===== config.mk =====
export PLATFORM = sky130hd
export DESIGN_NAME = voice_command_frame_matcher_top
export DESIGN_NICKNAME = d
export VERILOG_FILES = /design/src/vcfm_pkg.sv /design/src/vcfm_ctrl.sv /design/src/vcfm_datapath.sv /design/src/voice_command_frame_matcher_top.sv
export VERILOG_INCLUDE_DIRS = /design/src /design/src/src
export SDC_FILE = /design/constraint.sdc
export NUM_CORES = 1
export LEC_CHECK = 0
export BUFFER_PORTS_ARGS = -buffer_cell sky130_fd_sc_hd__buf_4
export CAP_MARGIN = 20
export CORE_UTILIZATION = 41
export CTS_CLUSTER_SIZE = 20
export DETAILED_ROUTE_END_ITERATION = 10
export MAX_ROUTING_LAYER = met4
export SLEW_MARGIN = 25
export SYNTH_ARGS = -nofsm -noshare
export SYNTH_HDL_FRONTEND = slang
export SYNTH_SLANG_ARGS = --single-unit

===== constraint.sdc =====
create_clock -name clk -period 3.2 [get_ports clk]
set_input_delay 0.32 -clock clk [delete_from_list [all_inputs] [get_ports clk]]
set_output_delay 0.32 -clock clk [all_outputs]
set_load 0.02 [all_outputs]

===== src/voice_command_frame_matcher_top_defines.svh =====
// Assertion macros shared by the RTL.
`ifndef VOICE_COMMAND_FRAME_MATCHER_TOP_DEFINES_SVH
`define VOICE_COMMAND_FRAME_MATCHER_TOP_DEFINES_SVH

// Check cons in the same cycle as ante.
`define VCFM_ASSERT_NOW(label, ante, cons) \
  label: assert property (@(posedge clk) disable iff (!rst_n) (ante) |-> (cons)) \
    else $error("vcfm assertion failed");

// Check cons in the cycle after ante.
`define VCFM_ASSERT_NEXT(label, ante, cons) \
  label: assert property (@(posedge clk) disable iff (!rst_n) (ante) |=> (cons)) \
    else $error("vcfm assertion failed");

`endif


===== src/vcfm_pkg.sv =====
`default_nettype none

package vcfm_pkg;

  localparam int unsigned TABLE_DEPTH_DEF = 16;

  localparam logic [7:0]  HEADER_BYTE     = 8'hFA;
  localparam logic [7:0]  CHECK_SUM       = 8'hFF;
  localparam logic [7:0]  WAKE_COMMAND    = 8'h00;
  localparam logic [7:0]  WAKE_SOUND      = 8'd6;
  localparam logic [7:0]  SLEEP_SOUND     = 8'd30;
  localparam logic [15:0] WAKE_TIMEOUT_RST = 16'd1000;

  typedef enum logic [2:0] {
    OP_BYTE  = 3'd0,
    OP_ADD   = 3'd1,
    OP_CLEAR = 3'd2,
    OP_POLL  = 3'd3,
    OP_TICK  = 3'd4
  } op_t;

  typedef struct packed {
    logic [7:0] command;
    logic [7:0] sound;
    logic       has_action;
  } entry_t;

  typedef struct packed {
    logic       action_valid;
    logic [3:0] action_index;
    logic       sound_valid;
    logic [7:0] sound_id;
    logic [1:0] sound_repeat;
  } res_t;

  typedef struct packed {
    logic take;
    logic exec;
    logic step;
    logic out_load;
  } ctl_cmd_t;

  typedef struct packed {
    logic exec_done;
    logic step_done;
    logic out_free;
  } dp_sts_t;

endpackage

`default_nettype wire


===== src/vcfm_ctrl.sv =====
`default_nettype none

module vcfm_ctrl (
  input  wire                 clk,
  input  wire                 rst_n,
  input  wire                 in_tvalid,
  output logic                in_tready,
  input  vcfm_pkg::dp_sts_t   sts,
  output vcfm_pkg::ctl_cmd_t  cmd
);

  typedef enum logic [1:0] {
    S_IDLE,
    S_EXEC,
    S_SEARCH,
    S_OUT
  } state_t;

  state_t state_r, state_nxt;

  always_comb begin
    state_nxt = state_r;
    cmd       = '0;
    in_tready = 1'b0;
    case (state_r)
      S_IDLE: begin
        in_tready = 1'b1;
        if (in_tvalid) begin
          cmd.take  = 1'b1;
          state_nxt = S_EXEC;
        end
      end
      S_EXEC: begin
        cmd.exec  = 1'b1;
        state_nxt = sts.exec_done ? S_OUT : S_SEARCH;
      end
      S_SEARCH: begin
        cmd.step = 1'b1;
        if (sts.step_done) begin
          state_nxt = S_OUT;
        end
      end
      S_OUT: begin
        if (sts.out_free) begin
          cmd.out_load = 1'b1;
          state_nxt    = S_IDLE;
        end
      end
      default: begin
        state_nxt = S_IDLE;
      end
    endcase
  end

  always_ff @(posedge clk) begin
    if (!rst_n) begin
      state_r <= S_IDLE;
    end else begin
      state_r <= state_nxt;
    end
  end

endmodule

`default_nettype wire


===== src/vcfm_datapath.sv =====
`default_nettype none

module vcfm_datapath #(
  parameter int unsigned TABLE_DEPTH = vcfm_pkg::TABLE_DEPTH_DEF
) (
  input  wire                 clk,
  input  wire                 rst_n,
  input  wire  [2:0]          opcode,
  input  wire  [7:0]          data_byte,
  input  wire  [7:0]          entry_sound,
  input  wire                 entry_has_action,
  input  vcfm_pkg::ctl_cmd_t  cmd,
  output vcfm_pkg::dp_sts_t   sts,
  input  wire                 cfg_we,
  input  wire  [15:0]         cfg_wdata,
  output logic [15:0]         wake_timeout,
  input  wire                 out_tready,
  output logic                out_tvalid,
  output vcfm_pkg::res_t      out_res
);

  localparam int unsigned IDX_W = $clog2(TABLE_DEPTH);
  localparam logic [IDX_W-1:0] CNT_MAX = IDX_W'(TABLE_DEPTH - 1);
  localparam logic [IDX_W-1:0] IDX_FIRST = IDX_W'(1);

  localparam logic [1:0] PH_HEAD  = 2'd0;
  localparam logic [1:0] PH_CMD   = 2'd1;
  localparam logic [1:0] PH_CHECK = 2'd2;

  localparam vcfm_pkg::res_t WAKE_RES = '{
    action_valid: 1'b0, action_index: 4'd0, sound_valid: 1'b1,
    sound_id: vcfm_pkg::WAKE_SOUND, sound_repeat: 2'd1};
  localparam vcfm_pkg::res_t SLEEP_RES = '{
    action_valid: 1'b0, action_index: 4'd0, sound_valid: 1'b1,
    sound_id: vcfm_pkg::SLEEP_SOUND, sound_repeat: 2'd2};

  vcfm_pkg::entry_t mem [TABLE_DEPTH];
  vcfm_pkg::entry_t rd_q;
  logic [IDX_W-1:0] rd_addr;
  logic             mem_we;

  logic [2:0]       op_r;
  logic [7:0]       data_r;
  logic [7:0]       esnd_r;
  logic             eact_r;

  logic [1:0]       phase_r, phase_nxt;
  logic [7:0]       cmd_r, cmd_nxt;
  logic             pend_r, pend_nxt;
  logic [IDX_W-1:0] count_r, count_nxt;
  logic [15:0]      idle_r, idle_nxt;
  logic             awake_r, awake_nxt;
  logic [15:0]      tmo_r;
  logic [IDX_W-1:0] idx_r, idx_nxt;
  vcfm_pkg::res_t   res_r, res_nxt;
  vcfm_pkg::res_t   out_r;
  logic             out_valid_r, out_valid_nxt;

  logic             asleep;
  logic             slp_awake;
  vcfm_pkg::res_t   slp_res;
  logic             hit;
  logic             last;

  assign asleep = idle_r >= tmo_r;
  assign hit    = rd_q.command == cmd_r;
  assign last   = idx_r == count_r;

  always_comb begin
    slp_awake = awake_r;
    slp_res   = '0;
    if (asleep) begin
      if (awake_r) begin
        slp_awake = 1'b0;
        slp_res   = SLEEP_RES;
      end
    end else begin
      slp_awake = 1'b1;
    end
  end

  assign sts.exec_done = !((op_r == vcfm_pkg::OP_POLL) && pend_r
                           && (cmd_r != vcfm_pkg::WAKE_COMMAND) && (count_r != '0));
  assign sts.step_done = hit || last;
  assign sts.out_free  = !out_valid_r || out_tready;

  assign rd_addr = cmd.exec ? IDX_FIRST : idx_r + IDX_FIRST;
  assign mem_we  = cmd.exec && (op_r == vcfm_pkg::OP_ADD) && (count_r < CNT_MAX);

  always_comb begin
    phase_nxt = phase_r;
    cmd_nxt   = cmd_r;
    pend_nxt  = pend_r;
    count_nxt = count_r;
    idle_nxt  = idle_r;
    awake_nxt = awake_r;
    idx_nxt   = idx_r;
    res_nxt   = res_r;
    if (cmd.exec) begin
      res_nxt = '0;
      case (op_r)
        vcfm_pkg::OP_BYTE: begin
          case (phase_r)
            PH_HEAD: begin
              if (data_r == vcfm_pkg::HEADER_BYTE) begin
                phase_nxt = PH_CMD;
              end
            end
            PH_CMD: begin
              cmd_nxt   = data_r;
              phase_nxt = PH_CHECK;
            end
            PH_CHECK: begin
              phase_nxt = PH_HEAD;
              if (9'(cmd_r) + 9'(data_r) == 9'(vcfm_pkg::CHECK_SUM)) begin
                pend_nxt = 1'b1;
              end
            end
            default: begin
              phase_nxt = PH_HEAD;
            end
          endcase
        end
        vcfm_pkg::OP_ADD: begin
          if (count_r < CNT_MAX) begin
            count_nxt = count_r + IDX_FIRST;
          end
        end
        vcfm_pkg::OP_CLEAR: begin
          count_nxt = '0;
        end
        vcfm_pkg::OP_POLL: begin
          if (pend_r) begin
            pend_nxt = 1'b0;
          end
          if (pend_r && (cmd_r == vcfm_pkg::WAKE_COMMAND)) begin
            idle_nxt = '0;
            res_nxt  = WAKE_RES;
          end else if (pend_r && (count_r != '0)) begin
            idx_nxt = IDX_FIRST;
          end else begin
            awake_nxt = slp_awake;
            res_nxt   = slp_res;
          end
        end
        vcfm_pkg::OP_TICK: begin
          if (!asleep) begin
            idle_nxt = idle_r + 16'd1;
          end
        end
        default: begin
        end
      endcase
    end
    if (cmd.step) begin
      if (hit) begin
        if (!asleep) begin
          idle_nxt                = '0;
          res_nxt.action_valid    = rd_q.has_action;
          res_nxt.action_index    = rd_q.has_action ? 4'(idx_r) : 4'd0;
          res_nxt.sound_valid     = rd_q.sound != '0;
          res_nxt.sound_id        = rd_q.sound;
          res_nxt.sound_repeat    = (rd_q.sound != '0) ? 2'd1 : 2'd0;
        end
      end else if (last) begin
        awake_nxt = slp_awake;
        res_nxt   = slp_res;
      end else begin
        idx_nxt = idx_r + IDX_FIRST;
      end
    end
  end

  always_comb begin
    out_valid_nxt = out_valid_r;
    if (cmd.out_load) begin
      out_valid_nxt = 1'b1;
    end else if (out_tready) begin
      out_valid_nxt = 1'b0;
    end
  end

  always_ff @(posedge clk) begin
    if (mem_we) begin
      mem[count_r + IDX_FIRST] <= '{command: data_r, sound: esnd_r, has_action: eact_r};
    end
    rd_q <= mem[rd_addr];
  end

  always_ff @(posedge clk) begin
    if (cmd.take) begin
      op_r   <= opcode;
      data_r <= data_byte;
      esnd_r <= entry_sound;
      eact_r <= entry_has_action;
    end
    if (cmd.out_load) begin
      out_r <= res_r;
    end
    idx_r <= idx_nxt;
    res_r <= res_nxt;
  end

  always_ff @(posedge clk) begin
    if (!rst_n) begin
      phase_r     <= PH_HEAD;
      cmd_r       <= '0;
      pend_r      <= 1'b0;
      count_r     <= '0;
      idle_r      <= vcfm_pkg::WAKE_TIMEOUT_RST;
      awake_r     <= 1'b0;
      tmo_r       <= vcfm_pkg::WAKE_TIMEOUT_RST;
      out_valid_r <= 1'b0;
    end else begin
      phase_r     <= phase_nxt;
      cmd_r       <= cmd_nxt;
      pend_r      <= pend_nxt;
      count_r     <= count_nxt;
      idle_r      <= idle_nxt;
      awake_r     <= awake_nxt;
      out_valid_r <= out_valid_nxt;
      if (cfg_we) begin
        tmo_r <= cfg_wdata;
      end
    end
  end

  assign wake_timeout = tmo_r;
  assign out_tvalid   = out_valid_r;
  assign out_res      = out_r;

endmodule

`default_nettype wire


===== src/voice_command_frame_matcher_top.sv =====
// Voice command frame matcher.
// in_*: one item per transfer. in_tuser carries the opcode (byte, add entry,
//   clear table, poll, tick); in_tdata carries the byte and the entry fields.
// out_*: exactly one result per accepted item, in order, from an output
//   register: action and sound fields, all zero when nothing fires.
// cfg_*: APB write/read of wake_timeout at address 0; write only while idle.
// Timing: one item at a time. A non-poll item, or a poll that needs no table
//   walk, goes from accept through the execute state to the output state.
//   A table walk visits k entries (1 to TABLE_DEPTH-1) in the search state,
//   one entry per cycle through the single registered read port of the table.
//   in_tready rises again as soon as the result is in the output register.
// Stall: while out_tready is low the result holds in the output register and
//   the next item can still be accepted and worked; its result waits until
//   the register is taken.
// Reset: parser waits for a header, table empty, no frame pending, block
//   asleep with wake_timeout 1000; the table contents are not cleared.
`default_nettype none

`include "voice_command_frame_matcher_top_defines.svh"

module voice_command_frame_matcher_top #(
  parameter int unsigned TABLE_DEPTH = vcfm_pkg::TABLE_DEPTH_DEF
) (
  input  wire         clk,
  input  wire         rst_n,
  input  wire         in_tvalid,
  output logic        in_tready,
  // [7:0] data_byte, [15:8] entry_sound, [16] entry_has_action, [23:17] zero
  input  wire  [23:0] in_tdata,
  // [2:0] opcode
  input  wire  [2:0]  in_tuser,
  output logic        out_tvalid,
  input  wire         out_tready,
  // [0] action_valid, [4:1] action_index, [5] sound_valid, [13:6] sound_id,
  // [15:14] sound_repeat
  output logic [15:0] out_tdata,
  input  wire         cfg_psel,
  input  wire         cfg_penable,
  input  wire         cfg_pwrite,
  input  wire  [1:0]  cfg_paddr,
  input  wire  [31:0] cfg_pwdata,
  output logic [31:0] cfg_prdata,
  output logic        cfg_pready
);

  vcfm_pkg::ctl_cmd_t cmd;
  vcfm_pkg::dp_sts_t  sts;
  vcfm_pkg::res_t     res;
  logic [15:0]        wake_timeout;
  logic               cfg_we;

  assign cfg_pready = 1'b1;
  assign cfg_we     = cfg_psel && cfg_penable && cfg_pwrite && cfg_pready
                      && (cfg_paddr == 2'd0);
  assign cfg_prdata = {16'd0, wake_timeout};

  vcfm_ctrl u_ctrl (
    .clk       (clk),
    .rst_n     (rst_n),
    .in_tvalid (in_tvalid),
    .in_tready (in_tready),
    .sts       (sts),
    .cmd       (cmd)
  );

  vcfm_datapath #(
    .TABLE_DEPTH (TABLE_DEPTH)
  ) u_datapath (
    .clk              (clk),
    .rst_n            (rst_n),
    .opcode           (in_tuser),
    .data_byte        (in_tdata[7:0]),
    .entry_sound      (in_tdata[15:8]),
    .entry_has_action (in_tdata[16]),
    .cmd              (cmd),
    .sts              (sts),
    .cfg_we           (cfg_we),
    .cfg_wdata        (cfg_pwdata[15:0]),
    .wake_timeout     (wake_timeout),
    .out_tready       (out_tready),
    .out_tvalid       (out_tvalid),
    .out_res          (res)
  );

  assign out_tdata = {res.sound_repeat, res.sound_id, res.sound_valid,
                      res.action_index, res.action_valid};

  `VCFM_ASSERT_NEXT(a_one_item_at_a_time, in_tvalid && in_tready, !in_tready)
  `VCFM_ASSERT_NOW(a_no_result_overwrite, cmd.out_load, !out_tvalid || out_tready)
  `VCFM_ASSERT_NOW(a_cmd_exclusive, 1'b1,
                   $onehot0({cmd.take, cmd.exec, cmd.step, cmd.out_load}))

endmodule

`default_nettype wire

Yosys cells after proc, flatten, opt, wreduce, memory -nomap -nowiden
Memory sizes are Yosys's and may differ from the RTL's. A register that Yosys moved wholly into a read port is not among the register bits.
Index checks and enable logic that the tools add are counted.

storage, ports and cells
  RAM bits = 272
  bits of input ports = 68
  memories kept = 1
  word-level logic and storage cells = 138
  register bits = 107
  output and inout port bits = 51

memory list
  name            words  bits a word  read ports  clocked after memory_dff  write ports  line                 text
  u_datapath.mem  16     17           1           1                         1            vcfm_datapath.sv:37  vcfm_pkg::entry_t mem [TABLE_DEPTH];

operators by class
  magnitude comparators = 2
  add/subtract/negate cells = 4
  multiplexer cells = 58
  equal/unequal tests = 20
  reductions and logical operators = 29

operators by type and width
  kind                                                    number
  2-to-1 mux 16 bit                                       15
  2-to-1 mux 4 bit                                        10
  one-hot mux 16 bit (2 select lines)                     1
  2-to-1 mux 1 bit                                        23
  adder 16 x 1 -> 16 bit (second input constant)          1
  greater-or-equal comparator 16 bit                      1
  nonzero test 8 bit                                      2
  AND reduction 3 bit                                     4
  2-to-1 mux 11 bit                                       1
  logical AND 1 bit                                       10
  adder 8 x 8 -> 9 bit                                    1
  equality test 9 x 8 -> 1 bit (second input constant)    1
  adder 4 x 1 -> 4 bit (second input constant)            2
  equality test 8 bit                                     1
  equality test 8 bit (second input constant)             1
  zero test 8 bit                                         1
  2-to-1 mux 2 bit                                        4
  inequality test 2 bit (second input constant)           4
  one-hot mux 2 bit (4 select lines)                      1
  one-hot mux 4 bit (2 select lines)                      1
  equality test 2 bit (second input constant)             3
  equality test 3 x 2 -> 1 bit (second input constant)    2
  zero test 2 bit                                         3
  inequality test 2 x 1 -> 1 bit (second input constant)  3
  13 further kinds                                        17

Logic depth before layout (Yosys ltp)
Gate-level depths: netlist of run 1.

  word-level depth = 9
  mapped depth = 11
  gate-level depth less buffers = 8

By module
From an unflattened synthesis of run 1, not the netlist that was laid out.

second synthesis, totals
  cells, all modules = 1174
  area, all modules = 16239.3 µm²

by module, submodules not included
  module                           area each (µm²)  seq. area each (µm²)  times used  cells each
  vcfm_datapath                    15891.5          10970.5               1           1131
  vcfm_ctrl                        200.2            40.0                  1           22
  voice_command_frame_matcher_top  147.6            0.0                   1           21

Worst setup path before layout of run 1
No wires, ideal clock.

  path type = reg2reg
  start point = register u_datapath.count_r[0]
  end point = memory u_datapath.mem[12][0] (netlist name) (enable)
  slack = 248 ps
  required time = 2788 ps
  stages on the path, launching flop included = 6
  buffers on the path = 0
  data arrival time = 2539 ps
  clock period less this slack = 2952 ps
  setup time = 412 ps
  cells stage by stage = dfxtp_1 -> ha_1 -> a31o_2 -> nor2_1 -> nand2_1 -> nor3_1

between the ends
  cells in the longest elaborated chain, start to end = 4
  elaborated cells on any way between the ends = 5
  classes of those cells = 1 x add/sub; 1 x order compare; 2 x mux; 1 x reduce/logical

RTL lines
  item                                    line                  text
  from (decl)                             vcfm_datapath.sv:50   logic [IDX_W-1:0] count_r, count_nxt;
  from (signal assigned)                  vcfm_datapath.sv:218  count_r <= count_nxt;
  less-than comparator 4 bit              vcfm_datapath.sv:88   assign mem_we = cmd.exec && (op_r == vcfm_pkg::OP_ADD) && (count_r < CNT_MAX);
  logical AND 1 bit                       vcfm_datapath.sv:88
  2-to-1 mux 1 bit                        vcfm_datapath.sv:184  if (mem_we) begin
  2-to-1 mux 1 bit (implied by the code)  vcfm_datapath.sv:185  mem[count_r + IDX_FIRST] <= '{command: data_r, sound: esnd_r, has_action: eact_r};
  to (decl)                               vcfm_datapath.sv:37

Parallel ways exist; a longest one is shown, timed or not.

Final worst setup path of run 1
  start point = register u_datapath.idle_r[7]
  end point = register u_datapath.idle_r[14]

between the ends
  cells in the longest elaborated chain, start to end = 7
  elaborated cells on any way between the ends = 8
  classes of those cells = 1 x add/sub; 1 x order compare; 6 x mux

RTL lines
  item                                                                          line                                       text
  from (decl)                                                                   vcfm_datapath.sv:51                        logic [15:0] idle_r, idle_nxt;
  from (signal assigned)                                                        vcfm_datapath.sv:210                       idle_r <= vcfm_pkg::WAKE_TIMEOUT_RST;
  from (signal assigned)                                                        vcfm_datapath.sv:219                       idle_r <= idle_nxt;
  adder 16 x 1 -> 16 bit or greater-or-equal comparator 16 bit (tied branches)  vcfm_datapath.sv:148, vcfm_datapath.sv:65
  2-to-1 mux 16 bit                                                             vcfm_datapath.sv:147                       if (!asleep) begin
  one-hot mux 16 bit (2 select lines)                                           vcfm_datapath.sv:101                       case (op_r)
  2-to-1 mux 16 bit                                                             vcfm_datapath.sv:99                        if (cmd.exec) begin
  2-to-1 mux 16 bit                                                             vcfm_datapath.sv:157                       if (!asleep) begin
  2-to-1 mux 16 bit                                                             vcfm_datapath.sv:156                       if (hit) begin
  2-to-1 mux 16 bit *                                                           vcfm_datapath.sv:155                       if (cmd.step) begin

Mark *: on every way between the ends. The rest lies on a longest branch, timed or not.
A chain may end at the register's enable or synchronous reset.

==> flow_metrics.tcl, run 1 <==
set metrics [dict create \
    run_status "complete, no violations" \
    cts_setup_buffers 0 \
    switching_power_mw 5.77 \
    fin_hold_ws_ps 28.6 \
    synth-seq-cells 396 \
    die_width_um 203 \
    relSlewSlack_pct 34.4 \
    worstRegToRegCells 8 \
    critPathKind "reg2reg" \
    postCtsHoldBufs 35 \
    portBuffers 78 \
    drtPass1Iterations 5 \
    cts.sinks 396 \
    cts_tree "done" \
    r2r-end "u_datapath.idle_r[14]" \
    p_seq_share_pct 39.1 \
    crit_arrival_ps 3220 \
    syn_avg_cell_area_um2 14.0 \
    async_flop_share_pct 0 \
    grt_max_degree 78 \
    core-area_um2 39700 \
    switching_share_pct 35.0 \
    placed_area_um2 18100 \
    dp.cells 1778 \
    start_util_pct 41.6 \
    drcViolationCount 0 \
    cp-start-kind "flop" \
    layout_common_cells "edfxtp_1 (308), buf_4 (128), dfxtp_1 (87)" \
    min_period_ps 2710 \
    final_util_pct 49.6 \
    tns_ps 0 \
    cts_resized 0 \
    layoutNonFillerInstCount 1890 \
    clock_path_buffers 3 \
    cp-endpoint "u_datapath.idle_r[14]" \
    hold_path_class "in2reg" \
    ys.flop_type "edfxtp_1" \
    die_area_um2 41200 \
    crit_fanout 12 \
    antennaDiodeCount 0 \
    cap_violations 0 \
    fin_crit_sh_pct 84.8 \
    antenna_found_initial 0 \
    endpoint_kind "flop" \
    setup_viol_count_final 0 \
    rsz0062_at_grt "no" \
    synth-edff-count 308 \
    clkTransAtPathRegs_ps 60 \
    p_comb_share_pct 33.2 \
    post_drt_wl_per_cell_um 20.5 \
    cp.required_ps 3710 \
    clock-root-buffer "clkbuf_16" \
    pwr-share-clk_pct 27.7 \
    place_congestion 0.836 \
    power_density_nw_per_um2 835 \
    p_leak_nw 6.89 \
    worst_slack_ps 486 \
    yosysSeqAreaShare_pct 66.6 \
    drt-initial-drc-count 934 \
    report.power.total_mw 16.5 \
    boundaryPins 119 \
    layout-drive-gt1-share_pct 18.9 \
    nets 1437 \
    hold_violations 0 \
    cts_max_level 2 \
    dp_hpwl_um 24700 \
    num_rows 73 \
    pre_cts_ws_ps 530 \
    synth.distinct_cells 85 \
    vdd_drop_max_mv 0.773 \
    max_freq_ghz 0.368 \
    n_fill_cell 3416 \
    grt_pass1_vias 10200 \
    worstSkewPairLatency_ps 580 \
    die_h_um 203 \
    wirelength_um 38800 \
    reg2reg_slack_ps 490 \
    antenna_left 0 \
    grt_pass1_wl_um 59600 \
    grt-ovfl-total 0 \
    synth_area_um2 16500 \
    startpoint "u_datapath.idle_r[7]" \
    stdcell_area_um2 19700 \
    final_common_cell "edfxtp_1" \
    tightest_slew_ps 983 \
    internal_power_mw 10.7 \
    area_growth_pct 19.2 \
    vias 10300 \
    ys_warn_count 0 \
    maxSlewViolCount 0 \
    syn_inst 1183 \
    grt_usage_pct 19.7 \
    numCtsBuffers 42 \
    reg2reg_from "u_datapath.idle_r[7]" \
    routed_via_density 5.44 \
    finClkSkew_ps 16.3 \
]
## power groups by stage
stage	Sequential (mW)	Combinational [mW]	Clock, mW
final	6.44	5.47	4.55
after global placement	6.53	5.38	0
after CTS	6.43	5.49	4.65
after global routing	6.47	5.93	4.85
after floorplan	6.43	3.55	0
after detailed placement	6.54	5.44	0
## cell families (layout without fill, tap and decap cells)
logic type      count (synthesis)  after routing  synth area share [%]
compound gates                307            307                  13.1
simple gates                  237            237                  7.82
fa+ha+maj                      37             37                  2.84
flops                         396            396                  66.6
xor+xnor                       24             24                  1.27
buf+inv                       112            279                  3.21
other cells                     2             17                0.0454
mux                            68             68                  5.16
## synth_stat cells, drive strengths merged (16+ instances only)
cell | count | area share [%]
edfxtp | 308 | 56
dfxtp | 88 | 11
nand2 | 83 | 1.9
o21ai | 73 | 2.2
a21oi | 58 | 1.8
mux2i | 50 | 3.0
buf | 43 | 1.6
clkbuf | 40 | 0.91
ha | 36 | 2.7
o221ai | 33 | 1.7
o211ai | 31 | 1.4
inv | 28 | 0.64
nand3 | 25 | 0.76
nor2 | 25 | 0.63
o22a | 22 | 1.2
a211oi | 21 | 1.0
nor2b | 18 | 0.73
and2 | 16 | 0.61
## worst min path at each step
stage | startpoint | endpoint | slack [ps] | cells after the start
3_3_place_gp | u_datapath.res_r[0] | u_datapath.out_res[0] | 420 | 0
6_report | cfg_pwdata[13] | u_datapath.wake_timeout[13] | 30 | 3
5_1_grt | cfg_pwdata[13] | u_datapath.wake_timeout[13] | 30 | 3
2_1_floorplan | u_datapath.res_r[5] | u_datapath.out_res[5] | 400 | 0
3_5_place_dp | u_datapath.res_r[6] | u_datapath.out_res[6] | 420 | 0
4_1_cts | cfg_pwdata[13] | u_datapath.wake_timeout[13] | 5 | 3
## worst max-delay path, stage by stage (launching register included)
cell and delay, ps:
dfxtp_1 430, ha_1 290, a21oi_2 130, o21ai_1 120
a2111oi_2 370, buf_4 250, nand4_1 360, or4_4 550
a21oi_2 130
## per-layer routing
layer | wire length [um] | GRT usage (%)
met1 | 17900 | 26.5
met2 | 17900 | 30.6
met3 | 1990 | 2.81
met4 | 1040 | 7.22
met5 | 0 | -
## cell type report
class	count	area (um2)	share of cell area, %
clock inverters	18	156	0.793
well taps	525	657	3.33
multi-input cells	690	5140	26.1
clock buffers	59	1120	5.71
flip-flops and latches	396	11000	55.9
repair buffers	173	1510	7.67
inverters	29	109	0.552
## state kept, by name (all words and copies together), names as in the netlist
register / count
u_datapath.res_r: 16
u_datapath.esnd_r: 8
u_datapath.rd_q: 17
u_datapath.idle_r: 16
u_datapath.wake_timeout: 16
u_datapath.out_tvalid: 1
u_datapath.idx_r: 4
u_datapath.count_r: 4
u_datapath.out_res: 16
u_datapath.awake_r: 1
u_datapath.eact_r: 1
u_datapath.mem: 272
u_datapath.pend_r: 1
u_datapath.cmd_r: 8
u_ctrl.state_r: 2
u_datapath.op_r: 3
u_datapath.phase_r: 2
u_datapath.data_r: 8
Power figures use the tool's default switching activity.
==> run 2, diff against run 1 <==
==> constraint.sdc (replaced) <==
create_clock -name clk -period 2.3 [get_ports clk]
set_input_delay 0.23 -clock clk [delete_from_list [all_inputs] [get_ports clk]]
set_output_delay 0.23 -clock clk [all_outputs]
set_load 0.02 [all_outputs]
==> run 2 against run 1 <==
Effect of this change: final area increased by 6.9%; die area stayed put; largest power group is now combinational logic; hold slack better by 16 ps; worst setup slack worse by 470 ps; combinational power rose by 67%; highest routed layer unchanged; sequential share of layout area down 3.5 points; utilization rose by 3.4 points; power is 47% higher; via count increased by 4.0%; count of clock-buffer cells in the layout rose by 1; largest cell class unchanged; maximum frequency is 19% higher.
==> flow_metrics.tcl, run 2 (same netlist as run 1, synthesis figures left out) <==
set metrics [dict create \
    run_status "complete, no violations" \
    portBuffers 78 \
    maxSlewViolCount 0 \
    antenna_found_initial 2 \
    pwr-share-clk_pct 25.8 \
    fin_crit_sh_pct 99.5 \
    die_width_um 203 \
    endpoint_kind "flop" \
    wirelength_um 40800 \
    internal_power_mw 15.9 \
    final_common_cell "edfxtp_1" \
    max_freq_ghz 0.437 \
    tightest_slew_ps 709 \
    hold_path_class "in2reg" \
    cts_tree "done" \
    dp.cells 1843 \
    cts.sinks 396 \
    tns_ps 0 \
    clock_path_buffers 3 \
    grt_max_degree 58 \
    antennaDiodeCount 0 \
    grt-ovfl-total 0 \
    p_seq_share_pct 36.6 \
    post_drt_wl_per_cell_um 20.7 \
    layout-drive-gt1-share_pct 28.2 \
    antenna_left 0 \
    fin_hold_ws_ps 44.6 \
    setup_viol_count_final 0 \
    critPathKind "reg2reg" \
    pre_cts_ws_ps -108 \
    grt_usage_pct 20.5 \
    cts_max_level 2 \
    layout_common_cells "edfxtp_1 (308), buf_4 (180), nand2_1 (76)" \
    power_density_nw_per_um2 1150 \
    routed_via_density 5.42 \
    cp.required_ps 2800 \
    n_fill_cell 3235 \
    layoutNonFillerInstCount 1972 \
    cap_violations 0 \
    drtPass1Iterations 5 \
    num_rows 73 \
    drcViolationCount 0 \
    relSlewSlack_pct 52.7 \
    report.power.total_mw 24.2 \
    p_leak_nw 7.47 \
    dp_hpwl_um 25400 \
    switching_power_mw 8.36 \
    crit_fanout 5 \
    vdd_drop_max_mv 0.827 \
    boundaryPins 119 \
    core-area_um2 39700 \
    worstSkewPairLatency_ps 570 \
    grt_pass1_vias 10300 \
    finClkSkew_ps 33.8 \
    die_h_um 203 \
    p_comb_share_pct 37.6 \
    final_util_pct 53.0 \
    worst_slack_ps 11.4 \
    regMostFlops "u_datapath.mem" \
    hold_violations 0 \
    min_period_ps 2290 \
    numCtsBuffers 42 \
    placed_area_um2 18800 \
    crit_arrival_ps 2790 \
    clock-root-buffer "clkbuf_16" \
    nets 1523 \
    start_util_pct 41.6 \
    reg_top3 "u_datapath.mem x272, u_datapath.rd_q x17" \
    clkTransAtPathRegs_ps 60 \
    cp-start-kind "flop" \
    place_congestion 0.864 \
    area_growth_pct 27.3 \
    stdcell_area_um2 21100 \
    die_area_um2 41200 \
    rsz0062_at_grt "yes" \
    largest_reg_flops 272 \
    vias 10700 \
    grt_pass1_wl_um 61500 \
    drt-initial-drc-count 742 \
    switching_share_pct 34.5 \
]
-- run 2: timing repair --
item                                    4_1_cts  5_1_grt
hold buffers                                 42        0
endpoints found under the hold margin        41        0
resized for setup                            24       61
endpoints found under the setup margin       32      272
buffers inserted                              7        7
pin swaps                                    11       36
gates cloned                                  1        5
-- run 2: metal layers --
layer / vias to the layer above / global-route usage, % / wire (um) / part of all wire [%]
met1: 5293 / 27.6 / 18600 / 46
li1: 5043 / - / - / -
met2: 286 / 32.1 / 19400 / 48
met3: 66 / 3.19 / 1950 / 4.8
met4: 0 / 5.85 / 894 / 2.2
met5: - / - / 0 / 0
-- run 2: power groups by stage --
stage / Combinational (mW) / Clock, mW / Sequential (mW)
final: 9.12 / 6.25 / 8.88
after global routing: 9.82 / 6.66 / 8.92
after CTS: 8.56 / 6.39 / 8.87
after detailed placement: 8.39 / 0 / 9.02
after global placement: 8.33 / 0 / 9.01
after floorplan: 4.94 / 0 / 8.94
-- run 2: path summary, 6_finish.rpt --
kind                                                 start                     to  slack, ps  depth (start not counted)
worst max-delay path            u_datapath.wake_timeout[7]  u_datapath.idle_r[13]         10                         10
worst min-delay path                            out_tready  u_datapath.out_tvalid         40                          3
worst max register to register  u_datapath.wake_timeout[7]  u_datapath.idle_r[13]         10                         10
worst min register to register         u_datapath.res_r[5]  u_datapath.out_res[5]        430                          0
-- run 2: area by class of cell --
| cell class | instances | area, um2 | area share [%] |
|---|---|---|---|
| Inverter | 29 | 109 | 0.517 |
| Multi-Input combinational cell | 690 | 5520 | 26.2 |
| Timing Repair Buffer | 259 | 2480 | 11.8 |
| Clock buffer | 60 | 1160 | 5.51 |
| Tap cell | 525 | 657 | 3.12 |
| Clock inverter | 13 | 106 | 0.505 |
| Sequential cell | 396 | 11000 | 52.4 |
-- run 2: worst max-delay path: stages (launching register included) --
cell and delay [ps]:
dfxtp_2 330, inv_2 50, ha_4 220, a21oi_4 160
o21ai_4 90, a2111oi_4 410, buf_4 200, buf_6 110
nand4_4 110, or3_1 390, a21oi_1 150
==> run 3, diff against run 2 <==
--- a/config.mk
+++ b/config.mk
@@ -12,6 +12,7 @@
 export CTS_CLUSTER_SIZE = 20
 export DETAILED_ROUTE_END_ITERATION = 10
 export MAX_ROUTING_LAYER = met4
+export RECOVER_POWER = 25
 export SLEW_MARGIN = 25
 export SYNTH_ARGS = -nofsm -noshare
 export SYNTH_HDL_FRONTEND = slang
==> run 3 against run 2 <==
Effect of this change: worst setup slack better by 0.71 ps; maximum frequency about the same; sequential power hardly changed; global-route usage unchanged; clock skew increased by 1.2 ps; die area unchanged; critical endpoint unchanged; power about the same; cell count unchanged; clock power barely moved; wire length is essentially flat; hold slack improved by 0.63 ps; flip-flop and latch count is the same.
==> flow_metrics.tcl, run 3 (same netlist as run 1, synthesis figures left out) <==
set metrics [dict create \
    dp.cells 1843 \
    cp-start-kind "flop" \
    clkTransAtPathRegs_ps 60 \
    layoutNonFillerInstCount 1972 \
    antennaDiodeCount 0 \
    tightest_slew_ps 723 \
    crit_arrival_ps 2790 \
    relSlewSlack_pct 51.8 \
    start_util_pct 41.6 \
    p_seq_share_pct 36.6 \
    cts_tree "done" \
    clock_path_buffers 3 \
    cts_max_level 2 \
    routed_via_density 5.39 \
    portBuffers 78 \
    endpoint_kind "flop" \
    drtPass1Iterations 5 \
    core-area_um2 39700 \
    reg2reg_from "u_datapath.wake_timeout[7]" \
    worst_slack_ps 12.1 \
    layout_common_cells "edfxtp_1 (308), buf_4 (158), nand2_1 (76)" \
    switching_power_mw 8.35 \
    max_freq_ghz 0.437 \
    hold_path_class "in2reg" \
    clock-root-buffer "clkbuf_16" \
    dp_hpwl_um 25400 \
    report.power.total_mw 24.2 \
    min_period_ps 2290 \
    switching_share_pct 34.5 \
    num_rows 73 \
    pwr-share-clk_pct 25.8 \
    startpoint "u_datapath.wake_timeout[7]" \
    setup_viol_count_final 0 \
    wirelength_um 40800 \
    drt-initial-drc-count 811 \
    p_leak_nw 7.46 \
    vdd_drop_max_mv 0.830 \
    maxSlewViolCount 0 \
    critPathKind "reg2reg" \
    area_growth_pct 27.3 \
    run_status "complete, no violations" \
    numCtsBuffers 42 \
    regMostFlops "u_datapath.mem" \
    worstSkewPairLatency_ps 580 \
    post_drt_wl_per_cell_um 20.7 \
    cts.sinks 396 \
    die_width_um 203 \
    finClkSkew_ps 35.0 \
    cap_violations 0 \
    place_congestion 0.864 \
    grt-ovfl-total 0 \
    layout-drive-gt1-share_pct 28.1 \
    boundaryPins 119 \
    internal_power_mw 15.9 \
    min-delay-start "out_tready" \
    grt_pass1_vias 10300 \
    crit_fanout 5 \
    drcViolationCount 0 \
    grt_max_degree 58 \
    p_comb_share_pct 37.6 \
    fin_crit_sh_pct 99.5 \
    hold_violations 0 \
    power_density_nw_per_um2 1150 \
    die_h_um 203 \
    vias 10600 \
    rsz0062_at_grt "yes" \
    grt_pass1_wl_um 61500 \
    grt_usage_pct 20.5 \
    largest_reg_flops 272 \
    die_area_um2 41200 \
    reg_top3 "u_datapath.mem x272, u_datapath.rd_q x17" \
    antenna_found_initial 2 \
    nets 1523 \
    final_common_cell "edfxtp_1" \
    cp.required_ps 2800 \
    antenna_left 0 \
    pre_cts_ws_ps -108 \
    final_util_pct 53.0 \
]
## run 3: cell count changes in the layout (fill, tap and decap cells not counted), sizes merged
cell    previous run  this run
buf              213       191
clkbuf            64        86
## run 3: critical path, cell delays in order, from the launching register on
cell and delay [ps]:
dfxtp_2 330, inv_2 50, ha_4 220, a21oi_4 160
o21ai_4 90, a2111oi_4 410, buf_4 200, buf_6 110
nand4_4 110, or3_1 390, a21oi_1 150
## run 3: power by group through the flow
stage	combinational (mW)	sequential (mW)	clock, mW
2_1_floorplan	4.94	8.94	0
5_1_grt	9.81	8.93	6.66
4_1_cts	8.56	8.87	6.39
3_3_place_gp	8.33	9.01	0
6_report	9.10	8.88	6.25
3_5_place_dp	8.39	9.02	0
## run 3: layout make-up
| class | count | area (um2) |
|---|---|---|
| Sequential cell | 396 | 11000 |
| Tap cell | 525 | 657 |
| Inverter | 29 | 109 |
| Fill cell | 3239 | 18700 |
| Clock buffer | 60 | 1160 |
| Timing Repair Buffer | 259 | 2470 |
| Multi-Input combinational cell | 690 | 5520 |
| Clock inverter | 13 | 106 |
## run 3: metrics by stage
step	setup TNS, ps	hold slack [ps]	area, um2
after floorplan	-49950	329	16600
after global placement	-519	409	18800
after detailed placement	-1110	409	18800
after CTS	0	15.5	20700
after global routing	-897	54.0	21100
final	0	45.3	21100
## run 3: timing repair
action / in CTS / in global routing
gates cloned: 1 / 5
gates resized for setup: 24 / 61
buffers inserted: 7 / 7
pin swaps: 11 / 36
hold endpoints to repair: 41 / 0
endpoints found under the setup margin: 32 / 272
hold buffers: 42 / 0
## run 3: per-layer routing
metal / part of all wire (%) / up-vias / global-route usage, %
li1: - / 5038 / -
met4: 2.1 / 0 / 5.85
met3: 4.8 / 61 / 3.19
met1: 45 / 5279 / 27.6
met2: 48 / 252 / 32.1
met5: 0 / - / -
## run 3: path summary, 6_finish.rpt
check	end	slack, ps	cells after the start
setup / recovery	u_datapath.idle_r[13]	10	10
hold / removal	u_datapath.out_tvalid	50	3
setup reg to reg	u_datapath.idle_r[13]	10	10
hold reg to reg	u_datapath.out_res[5]	430	0
